===== src/rtl/sum8_packet_frame_checker_unit_assert.svh =====
// assertion macros for the frame checker
// expects clk_i and rst_ni in the scope of the module that uses them
`ifndef SUM8_PACKET_FRAME_CHECKER_UNIT_ASSERT_SVH
`define SUM8_PACKET_FRAME_CHECKER_UNIT_ASSERT_SVH

// same-cycle implication
`define SFC_ASSERT_NOW(name, ante, cons) \
  name: assert property (@(posedge clk_i) disable iff (!rst_ni) (ante) |-> (cons)) \
    else $error("sfc assertion failed");

// next-cycle implication
`define SFC_ASSERT_NEXT(name, ante, cons) \
  name: assert property (@(posedge clk_i) disable iff (!rst_ni) (ante) |=> (cons)) \
    else $error("sfc assertion failed");

`endif


===== src/rtl/sfc_pkg.sv =====
// shared types and constants of the sum8 frame checker
// no dependencies
package sfc_pkg;

  localparam int unsigned CountWidth = 17;
  localparam int unsigned LenWidth   = 16;

  typedef enum logic [2:0] {
    ST_OK    = 3'd0,
    ST_SHORT = 3'd1,
    ST_LEN   = 3'd2,
    ST_TYPE  = 3'd3,
    ST_SUM   = 3'd4
  } status_e;

  typedef struct packed {
    logic [7:0] echo_byte;
    logic       is_payload;
    logic       frame_done;
    status_e    status;
  } result_t;

endpackage


===== src/rtl/sfc_track.sv =====
// frame state tracking and status decision for one byte beat
// depends on sfc_pkg and sum8_packet_frame_checker_unit_assert.svh
`include "sum8_packet_frame_checker_unit_assert.svh"

module sfc_track (
  input  logic                  clk_i,
  input  logic                  rst_ni,
  input  logic                  adv_i,
  input  logic [7:0]            data_byte_i,
  input  logic                  last_byte_i,
  input  logic [7:0]            expected_type_i,
  output sfc_pkg::result_t      result_o
);

  logic [sfc_pkg::CountWidth-1:0] count_q, count_d;
  logic [7:0]                     type_q, type_d;
  logic [sfc_pkg::LenWidth-1:0]   len_q, len_d;
  logic [7:0]                     sum_q, sum_d;
  logic [sfc_pkg::CountWidth-1:0] pos_off;
  logic                           pos_ge3;
  logic                           in_payload;
  sfc_pkg::status_e               status;

  assign pos_ge3 = count_q >= sfc_pkg::CountWidth'(3);
  assign pos_off = count_q - sfc_pkg::CountWidth'(3);
  assign in_payload = pos_ge3 && (pos_off < {1'b0, len_q}) && !last_byte_i;

  always_comb begin
    status = sfc_pkg::ST_OK;
    if (last_byte_i) begin
      priority if (count_q < sfc_pkg::CountWidth'(2)) begin
        status = sfc_pkg::ST_SHORT;
      end else if (!pos_ge3 || ({1'b0, len_q} != pos_off)) begin
        status = sfc_pkg::ST_LEN;
      end else if (type_q != expected_type_i) begin
        status = sfc_pkg::ST_TYPE;
      end else if (sum_q != data_byte_i) begin
        status = sfc_pkg::ST_SUM;
      end
    end
  end

  always_comb begin
    count_d = count_q;
    type_d  = type_q;
    len_d   = len_q;
    sum_d   = sum_q;
    if (last_byte_i) begin
      count_d = '0;
      type_d  = '0;
      len_d   = '0;
      sum_d   = '0;
    end else begin
      if (count_q == sfc_pkg::CountWidth'(0)) begin
        type_d = data_byte_i;
      end
      if (count_q == sfc_pkg::CountWidth'(1)) begin
        len_d[7:0] = data_byte_i;
      end
      if (count_q == sfc_pkg::CountWidth'(2)) begin
        len_d[15:8] = data_byte_i;
      end
      sum_d = sum_q + data_byte_i;
      if (count_q != '1) begin
        count_d = count_q + sfc_pkg::CountWidth'(1);
      end
    end
  end

  always_ff @(posedge clk_i or negedge rst_ni) begin
    if (!rst_ni) begin
      count_q <= '0;
      type_q  <= '0;
      len_q   <= '0;
      sum_q   <= '0;
    end else if (adv_i) begin
      count_q <= count_d;
      type_q  <= type_d;
      len_q   <= len_d;
      sum_q   <= sum_d;
    end
  end

  assign result_o.echo_byte  = data_byte_i;
  assign result_o.is_payload = in_payload;
  assign result_o.frame_done = last_byte_i;
  assign result_o.status     = status;

  `SFC_ASSERT_NOW(a_status_only_on_last, !last_byte_i, status == sfc_pkg::ST_OK)
  `SFC_ASSERT_NEXT(a_clear_after_last, adv_i && last_byte_i, count_q == '0 && sum_q == '0)
  `SFC_ASSERT_NOW(a_payload_after_header, in_payload, pos_ge3 && !last_byte_i)

endmodule


===== src/rtl/sum8_packet_frame_checker_unit.sv =====
// top level of the sum8 frame checker: input beat register, result register, config
// depends on sfc_pkg, sfc_track and sum8_packet_frame_checker_unit_assert.svh
//
// usage
//   in channel: one received byte per beat (data_byte_i, last_byte_i marks the checksum)
//   out channel: one result beat per input beat, in order: the byte echoed, a payload
//     flag, frame_done on the last byte and its status (0 ok, 1 too short, 2 length
//     mismatch, 3 type mismatch, 4 checksum bad), status is 0 when frame_done is 0
//   cfg channel: writes expected_type; cfg_ready_o is always high, write only when idle
//   order: a byte waits in the input register, its result in the result register
//   throughput: one byte per cycle while out_ready_i is high; the frame counter,
//     running sum and header fields update in the same cycle as a byte moves from the
//     input register to the result register
//   stall: while out_ready_i is low the result holds; one more byte can wait in the
//     input register, then in_ready_o drops until the result is taken
//   reset: clears both valid flags, the frame state and expected_type to zero
`include "sum8_packet_frame_checker_unit_assert.svh"

module sum8_packet_frame_checker_unit (
  input  logic       clk_i,
  input  logic       rst_ni,
  input  logic       in_valid_i,
  output logic       in_ready_o,
  input  logic [7:0] data_byte_i,
  input  logic       last_byte_i,
  output logic       out_valid_o,
  input  logic       out_ready_i,
  output logic [7:0] echo_byte_o,
  output logic       is_payload_o,
  output logic       frame_done_o,
  output logic [2:0] status_o,
  input  logic       cfg_valid_i,
  output logic       cfg_ready_o,
  input  logic [7:0] cfg_data_i
);

  logic             s1_valid_q;
  logic [7:0]       s1_byte_q;
  logic             s1_last_q;
  logic             s1_adv;
  logic             out_free;
  logic [7:0]       exp_type_q;
  logic             res_valid_q;
  sfc_pkg::result_t res_q;
  sfc_pkg::result_t res_d;

  assign out_free   = !res_valid_q || out_ready_i;
  assign s1_adv     = s1_valid_q && out_free;
  assign in_ready_o = !s1_valid_q || out_free;
  assign cfg_ready_o = 1'b1;

  always_ff @(posedge clk_i or negedge rst_ni) begin
    if (!rst_ni) begin
      exp_type_q <= '0;
    end else if (cfg_valid_i) begin
      exp_type_q <= cfg_data_i;
    end
  end

  always_ff @(posedge clk_i or negedge rst_ni) begin
    if (!rst_ni) begin
      s1_valid_q <= 1'b0;
    end else if (in_ready_o) begin
      s1_valid_q <= in_valid_i;
    end
  end

  always_ff @(posedge clk_i) begin
    if (in_ready_o && in_valid_i) begin
      s1_byte_q <= data_byte_i;
      s1_last_q <= last_byte_i;
    end
  end

  sfc_track u_track (
    .clk_i           (clk_i),
    .rst_ni          (rst_ni),
    .adv_i           (s1_adv),
    .data_byte_i     (s1_byte_q),
    .last_byte_i     (s1_last_q),
    .expected_type_i (exp_type_q),
    .result_o        (res_d)
  );

  always_ff @(posedge clk_i or negedge rst_ni) begin
    if (!rst_ni) begin
      res_valid_q <= 1'b0;
    end else if (out_free) begin
      res_valid_q <= s1_valid_q;
    end
  end

  always_ff @(posedge clk_i) begin
    if (s1_adv) begin
      res_q <= res_d;
    end
  end

  assign out_valid_o  = res_valid_q;
  assign echo_byte_o  = res_q.echo_byte;
  assign is_payload_o = res_q.is_payload;
  assign frame_done_o = res_q.frame_done;
  assign status_o     = res_q.status;

  `SFC_ASSERT_NEXT(a_s1_holds_on_stall, s1_valid_q && !out_free, s1_valid_q && $stable(s1_byte_q))
  `SFC_ASSERT_NEXT(a_adv_fills_result, s1_adv, res_valid_q)

endmodule


===== config.mk =====
export PLATFORM = sky130hd
export DESIGN_NAME = sum8_packet_frame_checker_unit
export DESIGN_NICKNAME = d
export VERILOG_FILES = /design/src/rtl/sfc_pkg.sv /design/src/rtl/sfc_track.sv /design/src/rtl/sum8_packet_frame_checker_unit.sv
export VERILOG_INCLUDE_DIRS = /design/src /design/src/rtl
export SDC_FILE = /design/constraint.sdc
export NUM_CORES = 1
export LEC_CHECK = 0
export BUFFER_PORTS_ARGS = -buffer_cell sky130_fd_sc_hd__buf_4
export CAP_MARGIN = 20
export CELL_PAD_IN_SITES_DETAIL_PLACEMENT = 0
export CELL_PAD_IN_SITES_GLOBAL_PLACEMENT = 1
export CORE_MARGIN = 5
export CORE_UTILIZATION = 50
export CTS_BUF_LIST = sky130_fd_sc_hd__clkbuf_4 sky130_fd_sc_hd__clkbuf_8
export DETAILED_ROUTE_END_ITERATION = 6
export GPL_TIMING_DRIVEN = 0
export PLACE_DENSITY = 0.79
export SLEW_MARGIN = 10
export SYNTH_ARGS = -nofsm -noshare
export SYNTH_HDL_FRONTEND = slang
export SYNTH_HIERARCHICAL = 1
export SYNTH_SLANG_ARGS = --single-unit

===== constraint.sdc =====
create_clock -name clk_i -period 4.2 [get_ports clk_i]
set_input_delay 0.84 -clock clk_i [delete_from_list [all_inputs] [get_ports clk_i]]
set_output_delay 0.84 -clock clk_i [all_outputs]
set_load 0.005 [all_outputs]

==> results of run 1 <==
-- final cells by class --
type	instances	area [um^2]	area share, %
plain buffers	31	173.9	3.289
clock inverters	5	38.79	0.7336
flip-flops and latches	81	2137	40.42
repair buffers	35	262.8	4.969
clock buffers	11	138.9	2.627
well taps	111	138.9	2.627
multi-input cells	300	2296	43.42
inverters	27	101.3	1.917
-- worst max-delay path by stage --
| stage | start | end | depth (start not counted) |
|---|---|---|---|
| 2_1_floorplan | u_track/count_q[6]$_DFFE_PN0P_ | status_o[1]$_DFFE_PP_ | 11 |
| 3_3_place_gp | u_track/count_q[10]$_DFFE_PN0P_ | status_o[1]$_DFFE_PP_ | 11 |
| 3_5_place_dp | u_track/count_q[10]$_DFFE_PN0P_ | status_o[2]$_DFFE_PP_ | 11 |
| 4_1_cts | u_track/count_q[10]$_DFFE_PN0P_ | status_o[2]$_DFFE_PP_ | 11 |
| 5_1_grt | u_track/count_q[10]$_DFFE_PN0P_ | status_o[2]$_DFFE_PP_ | 11 |
| 6_report | u_track/count_q[10]$_DFFE_PN0P_ | status_o[2]$_DFFE_PP_ | 11 |
-- sequential cells by signal (all words and copies together) (netlist names) --
register and cells:
s1_valid_q 1, echo_byte_o 8, out_valid_o 1, u_track/type_q 8
u_track/count_q 17, u_track/sum_q 8, frame_done_o 1, status_o 3
exp_type_q 8, u_track/len_q 16, s1_last_q 1, s1_byte_q 8
is_payload_o 1
-- layer usage --
layer,vias to the layer above,wire (um),GRT usage (%),part of all wire [%]
li1,1673,-,-,-
met1,1646,5062,27.22,48
met2,80,4826,31.77,46
met3,12,384,3.010,3.7
met4,0,172,6.301,1.6
met5,-,0,0,0
-- cells in the mapped netlist (all sizes together), types with 3 or more instances --
library cell,count,area (um^2)
a211oi,5,37.54
a21o,6,45.04
a21oi,13,65.06
a31oi,3,18.77
and2,13,81.33
and3,3,18.77
buf,16,117.6
clkbuf,15,56.30
dfrtp,59,1476
edfxtp,22,660.6
ha,28,350.3
inv,27,101.4
mux2,8,120.1
mux2i,22,220.2
nand2,18,67.56
nand2b,8,57.55
nand3,12,75.07
nand3b,4,30.03
nand4,7,43.79
nor2,17,63.81
nor3,10,60.06
nor4,6,37.54
o21ai,18,90.09
o22ai,13,81.33
o2bb2ai,15,131.4
o31ai,7,52.55
or3,6,38.79
or4,5,45.04
xnor2,10,87.58
xor2,24,210.2
-- stage by stage --
stage / setup slack [ns] / std cells / util (%)
2_1_floorplan: 1.137 / 439 / -
3_3_place_gp: 0.8492 / 585 / 55.56
3_5_place_dp: 0.7795 / 585 / 55.56
4_1_cts: 0.7471 / 601 / 57.50
5_1_grt: 0.4694 / 601 / 57.50
6_report: 0.7104 / 601 / 57.50
-- cell families (layout without fill, tap and decap cells) --
logic type	count (synthesis)	in the layout
and+or+nand+nor	115	115
other	1	1
buffers and inverters	58	109
AOI/OAI and AO/OA	91	91
adders and majority gates	29	29
muxes	30	30
DFF	81	81
xor gates and xnor gates	34	34
-- power breakdown --
group          switching [uW]  total (uW)  leakage [uW]  internal [uW]
registers                 118        1090      0.000975            975
clock network             303         536     0.0000877            233
logic                     491         926       0.00131            435
-- worst register-to-register path: cells and delay by family (launching register included) --
| kind | cells | cell delay (ns) |
|---|---|---|
| and+or+nand+nor | 7 | 2.16 |
| DFF | 1 | 0.37 |
| adders and majority gates | 1 | 0.31 |
| buffers and inverters | 2 | 0.28 |
| xor gates and xnor gates | 1 | 0.17 |
==> metrics.md, run 1 <==
| Metric | Value |
|---|---|
| Status | `finished clean` |
| Post-CTS setup buffer count | `0` |
| Hold path start | `s1_valid_q$_DFFE_PN0P_` |
| Finished layout cell area | `0.005288 mm^2` |
| Top Ports | `38` |
| Crit Path Class | `reg2reg` |
| Crit share post-route | `about 83%` |
| Total GRT Usage | `between 10% and 20%` |
| Commonest non-fill, non-tap cell in the layout | `dfrtp_1` |
| Core area | `approximately 0.0092 mm^2` |
| CP max FO | `9` |
| Die area | `approximately 0.011 mm^2` |
| CP most frequent cell | `nor4_1` |
| Compound-cell area share of the yosys netlist | `a little over an eighth` |
| Multiplexer share of the synthesized area | `under 10%` |
| Slew Limit Fails | `0` |
| Hold Buf Count CTS | `0` |
| Post-Syn Area per Cell | `approximately 11 um^2` |
| Routed vias/inst | `approximately 5.7` |
| Setup_tns | `0 ns` |
| Worst vdd ir | `around 0.23 mV` |
| WHS | `just under 0.5 ns` |
| Cell family with most CP delay | `simple AND/OR/NAND/NOR gates` |
| Post-Route Skew | `roughly 0.011 ns` |
| Share of cells above drive strength 1 | `between 15 and 20%` |
| Die Y-Extent | `around 110 um` |
| Reg2Reg Depth | `11` |
| Row cnt | `35` |
| # nets final | `536` |
| Port Buffers | `35` |
| Seq/Total Area, Yosys | `a little under half` |
| Routability cong. | `between 0.8 and 0.9` |
| Largest family of logic cells by synthesized area | `simple AND/OR/NAND/NOR gates` |
| Syn nets | `around 500` |
| CP endpoint kind | `flop` |
| Area Overhead vs Synth | `12.30%` |
| Die width | `about 110 um` |
| Startpoint Class | `flop` |
| TritonCTS clock tree | `done` |
| # DRC | `0` |
| DRT iter0 DRCs | `a little under 200` |
| CP Cell Sequence | `clkbuf_1 > or4_1 > nor3_2 > nand2b_1 > xnor2_1 > ha_1 > nand3_1 > nor4_1 > and2_1 > inv_1 > nor4_1` |
| Internal reg-to-reg setup slack | `0.71 ns` |
| Tot Pwr | `roughly 2600 uW` |
| Depth of the CTS H-tree | `3` |
| Largest net degree at the start of global routing | `60` |
| Initial antenna violation count | `0` |
| Least-Margin Pin Slew | `0.9109 ns` |
| RSZ-0062 raised after global routing | `false` |
| Worst Hold Class | `reg2reg` |
| Post-Syn Instances | `~440` |
| Wire per inst | `~17 um` |
| CP arrival | `approximately 3.6 ns` |
| Post-CTS sizing | `0` |
| Starting Density | `around half` |
| First drt pass iteration count | `5` |
| Fmax | `286.6 MHz` |
| Post-DP Area | `0.005110 mm^2` |
| Fillers | `roughly 800` |
| Final-report hold violation count | `0` |
| Commonest non-fill, non-tap cells in the layout | `dfrtp_1, buf_4, ha_1` |
| Total wire length | `10.45 mm` |
| GRT overflow | `0` |
| Top FF cell, synth | `dfrtp_1` |
| Clk_lat worst skew | `~0.36 ns` |
| Rel. slew slack | `39.27%` |
| Cell variety after synth | `55` |
| # diodes | `0` |
| TritonCTS Buffers | `9` |
| Simple-gate portion of the synthesized area | `between 10% and 20%` |
| PwrDens | `between 400 and 500 mW/mm^2` |
| Crit-path slowest cell | `or4_1` |
| Post-DP HPWL | `about 7.7 mm` |
| R2R Path End | `status_o[2]$_DFFE_PP_` |
| Worst R2R Start | `u_track/count_q[10]$_DFFE_PN0P_` |
| Vias | `3411` |
| Syn Std Cell Area | `0.004708 mm^2` |
| Hold path cells | `1` |
| Crit path largest cell delay | `about 0.55 ns` |
| First-pass GRT wire length | `~18 mm` |
| Synth Register Bits | `between 80 and 90` |
| CTS Root Cell | `clkbuf_8` |
| Synth Area in XOR/XNOR | `under 10%` |
| Req. time, crit path | `~4.3 ns` |
| Max Cap Violations | `0` |
| Number of flops mapped to enable cells by yosys | `22` |
| Yosys Warn Count | `6` |
| Post-synth ARST share | `approximately 73%` |
| Reg clk slew, reported paths | `around 0.090 ns` |
| Crit path buf inv count | `2` |
| Post-Synth Adder-Cell Area | `7.866%` |
| Final min period | `roughly 3.5 ns` |
| Leakage | `about 0.0024 uW` |
| CTS Buffer Depth | `2` |
| Vias in the first global route | `roughly 3500` |
| Antenna-violating nets left | `0` |
| Final Setup Violations | `0` |
| Hold path endpoint | `out_valid_o$_DFFE_PN0P_` |
| Sink Count | `slightly above 80` |
No activity file was read; power rests on OpenSTA's default activity.
==> inputs of run 2 (changes only) <==
==> constraint.sdc (replaced) <==
create_clock -name clk_i -period 3.5 [get_ports clk_i]
set_input_delay 0.7 -clock clk_i [delete_from_list [all_inputs] [get_ports clk_i]]
set_output_delay 0.7 -clock clk_i [all_outputs]
set_load 0.005 [all_outputs]
==> metrics.md, run 2 (same netlist as run 1, synthesis figures left out) <==
| Metric | Value |
|---|---|
| Post-DP HPWL | `7.675 mm (unchanged)` |
| Internal | `1973 uW (+20%)` |
| Vias | `3425 (+0.41%)` |
| Sequential fraction of design power | `42.7% (about the same)` |
| Die area | `0.01146 mm^2 (unchanged)` |
| TritonCTS Buffers | `9 (unchanged)` |
| Total GRT Usage | `19.69% (unchanged)` |
| Crit-path slowest cell | `or4_4` |
| Met1 Use GR | `27.22% (unchanged)` |
| Comb pwr share | `36.4% (about the same)` |
| CTS Root Cell | `clkbuf_8` |
| Share of cells above drive strength 1 | `17.96% (+0.61 points)` |
| CTS Buffer Depth | `2 (unchanged)` |
| Wire per inst | `17.41 um (+0.16%)` |
| Max reg flops | `17 (unchanged)` |
| Vias in the first global route | `3515 (unchanged)` |
| Core area | `0.009196 mm^2 (unchanged)` |
| Worst vdd ir | `0.2802 mV (+20%)` |
| # diodes | `0 (unchanged)` |
| RSZ-0062 raised after global routing | `false` |
| Total wire length | `10.46 mm (+0.16%)` |
| Commonest non-fill, non-tap cell in the layout | `dfrtp_1` |
| CP arrival | `3.42 ns (-0.20 ns)` |
| Worst Hold Class | `in2async` |
| Antenna-violating nets left | `0 (unchanged)` |
| Final Setup Violations | `0 (unchanged)` |
| Fmax | `301.3 MHz (+5.1%)` |
| Post-CTS setup buffer count | `0 (unchanged)` |
| CP Cell Sequence | `buf_6 > or4_4 > or3_2 > nor2_1 > xor2_1 > ha_1 > nand4_1 > nor4_2 > and2_1 > inv_1 > o31a_1` |
| Global routing's busiest layer | `met2` |
| Post-Route Skew | `0.01168 ns (+0.0002418 ns)` |
| Final-report hold violation count | `0 (unchanged)` |
| PwrDens | `577.9 mW/mm^2 (+20%)` |
| Inst Count DP | `585 (unchanged)` |
| Setup WS post-layout | `0.1812 ns (-0.5292 ns)` |
| Slew Limit Fails | `0 (unchanged)` |
| Clk_lat worst skew | `0.36 ns (about the same)` |
| First-pass GRT wire length | `17.70 mm (unchanged)` |
| Starting Density | `51.20% (unchanged)` |
| Final min period | `3.319 ns (-0.1708 ns)` |
| Rel. slew slack | `39.32% (+0.051 points)` |
| WHS | `0.4038 ns (-0.08809 ns)` |
| Req. time, crit path | `3.60 ns (-0.73 ns)` |
| DRT iter0 DRCs | `231 (+17%)` |
| # nets final | `536 (unchanged)` |
| M3 GR Usage | `3.010% (unchanged)` |
| Port Buffers | `35 (unchanged)` |
| Dpl ws | `0.07947 ns (-0.7000 ns)` |
| Max Cap Violations | `0 (unchanged)` |
| Power share of the clock group | `20.9% (about the same)` |
| Crit path largest cell delay | `0.58 ns (+0.03 ns)` |
| # DRC | `0 (unchanged)` |
| Status | `finished clean` |
| Row cnt | `35 (unchanged)` |
| Finished Layout Cells | `601 (unchanged)` |
| Sink Count | `81 (unchanged)` |
| Routability cong. | `0.8359 (unchanged)` |
| Startpoint Class | `flop` |
| First drt pass iteration count | `4 (-1)` |
| Initial antenna violation count | `0 (unchanged)` |
| Largest net degree at the start of global routing | `60 (unchanged)` |
| Setup_tns | `0 ns (unchanged)` |
| Die width | `107.0 um (unchanged)` |
| Post-DP Area | `0.005110 mm^2 (unchanged)` |
| Largest registers | `u_track/count_q (17), u_track/len_q (16)` |
| Reg clk slew, reported paths | `0.09 ns (about the same)` |
| Area Overhead vs Synth | `12.81%` |
| GRT overflow | `0 (unchanged)` |
| Crit share post-route | `94.82% (+12 points)` |
| Met2 Use GR | `31.77% (unchanged)` |
| TritonCTS clock tree | `done` |
| Leakage | `0.002383 uW (+0.30%)` |
| Depth of the CTS H-tree | `3 (unchanged)` |
| CP max FO | `9 (unchanged)` |
| Die Y-Extent | `107.0 um (unchanged)` |
| Routed vias/inst | `5.699 (+0.41%)` |
| Least-Margin Pin Slew | `0.9101 ns (-0.0007586 ns)` |
| CP endpoint kind | `flop` |
| Finished layout cell area | `0.005311 mm^2 (+0.45%)` |
| Sw Pwr | `1097 uW (+20%)` |
| Top Ports | `38 (unchanged)` |
| Commonest non-fill, non-tap cells in the layout | `dfrtp_1, buf_4, ha_1` |
| Biggest register | `u_track/count_q` |
| Switching share of power | `35.73% (+0.046 points)` |
| Crit Path Class | `reg2reg` |
-- run 2: cell count changes in the layout (fill, tap and decap cells not counted) --
cell | previous run | this run
nor3_4 | 0 | 1
nor3b_2 | 0 | 1
nor4_2 | 0 | 2
nor3b_1 | 2 | 1
nor4_1 | 6 | 4
nor3_2 | 2 | 1
-- run 2: routing by layer --
layer	wire [um]	part of all wire, %	vias to the layer above
li1	-	-	1678
met1	5073	48	1668
met2	4871	47	67
met3	345	3.3	12
met4	172	1.6	0
met5	0	0	-
-- run 2: area by class of cell --
type                            instances  area (um^2)
Fill cell                             821         3885
Multi-Input combinational cell        300         2320
Sequential cell                        81         2137
Timing Repair Buffer                   35        262.8
Buffer                                 31        173.9
Clock buffer                           11        138.9
Tap cell                              111        138.9
Inverter                               27        101.3
Clock inverter                          5        38.79
-- run 2: metrics by stage --
| stage | total power [uW] | utilization, % |
|---|---|---|
| 6_report | 3069 | 57.76 |
| 4_1_cts | 3091 | 57.50 |
| 5_1_grt | 3303 | 57.76 |
| 2_1_floorplan | 2149 | - |
| 3_5_place_dp | 2442 | 55.56 |
| 3_3_place_gp | 2400 | 55.56 |
-- run 2: repair_timing --
| item | in CTS | in global routing |
|---|---|---|
| endpoints found under the setup margin | 0 | 2 |
| resized for setup | 0 | 4 |
| hold buffers | 0 | 0 |
-- run 2: power by group through the flow --
stage	clock network [uW]	logic, uW	registers, uW
floorplan	0	856	1290
global placement	0	1080	1320
detailed placement	0	1110	1330
CTS	662	1120	1310
global route	700	1260	1340
finish	641	1120	1310
-- run 2: final timing paths --
path	start	cells past startpoint	end	slack, ns
max reg2reg	u_track/count_q[6]$_DFFE_PN0P_	11	status_o[1]$_DFFE_PP_	0.18
min	rst_ni	1	u_track/len_q[11]$_DFFE_PN0P_	0.40
min reg2reg	s1_valid_q$_DFFE_PN0P_	1	out_valid_o$_DFFE_PN0P_	0.49
max in group asynchronous	rst_ni	1	u_track/sum_q[5]$_DFFE_PN0P_	2.56
min in group clk_i	s1_valid_q$_DFFE_PN0P_	1	out_valid_o$_DFFE_PN0P_	0.49
max	u_track/count_q[6]$_DFFE_PN0P_	11	status_o[1]$_DFFE_PP_	0.18
-- run 2: critical path, delay by kind of cell (launching register included) --
kind	cells	cell delay, ns
buf+inv	2	0.20
simple gates	6	1.82
fa+ha+maj	1	0.32
flops	1	0.38
compound gates	1	0.25
xor+xnor	1	0.11
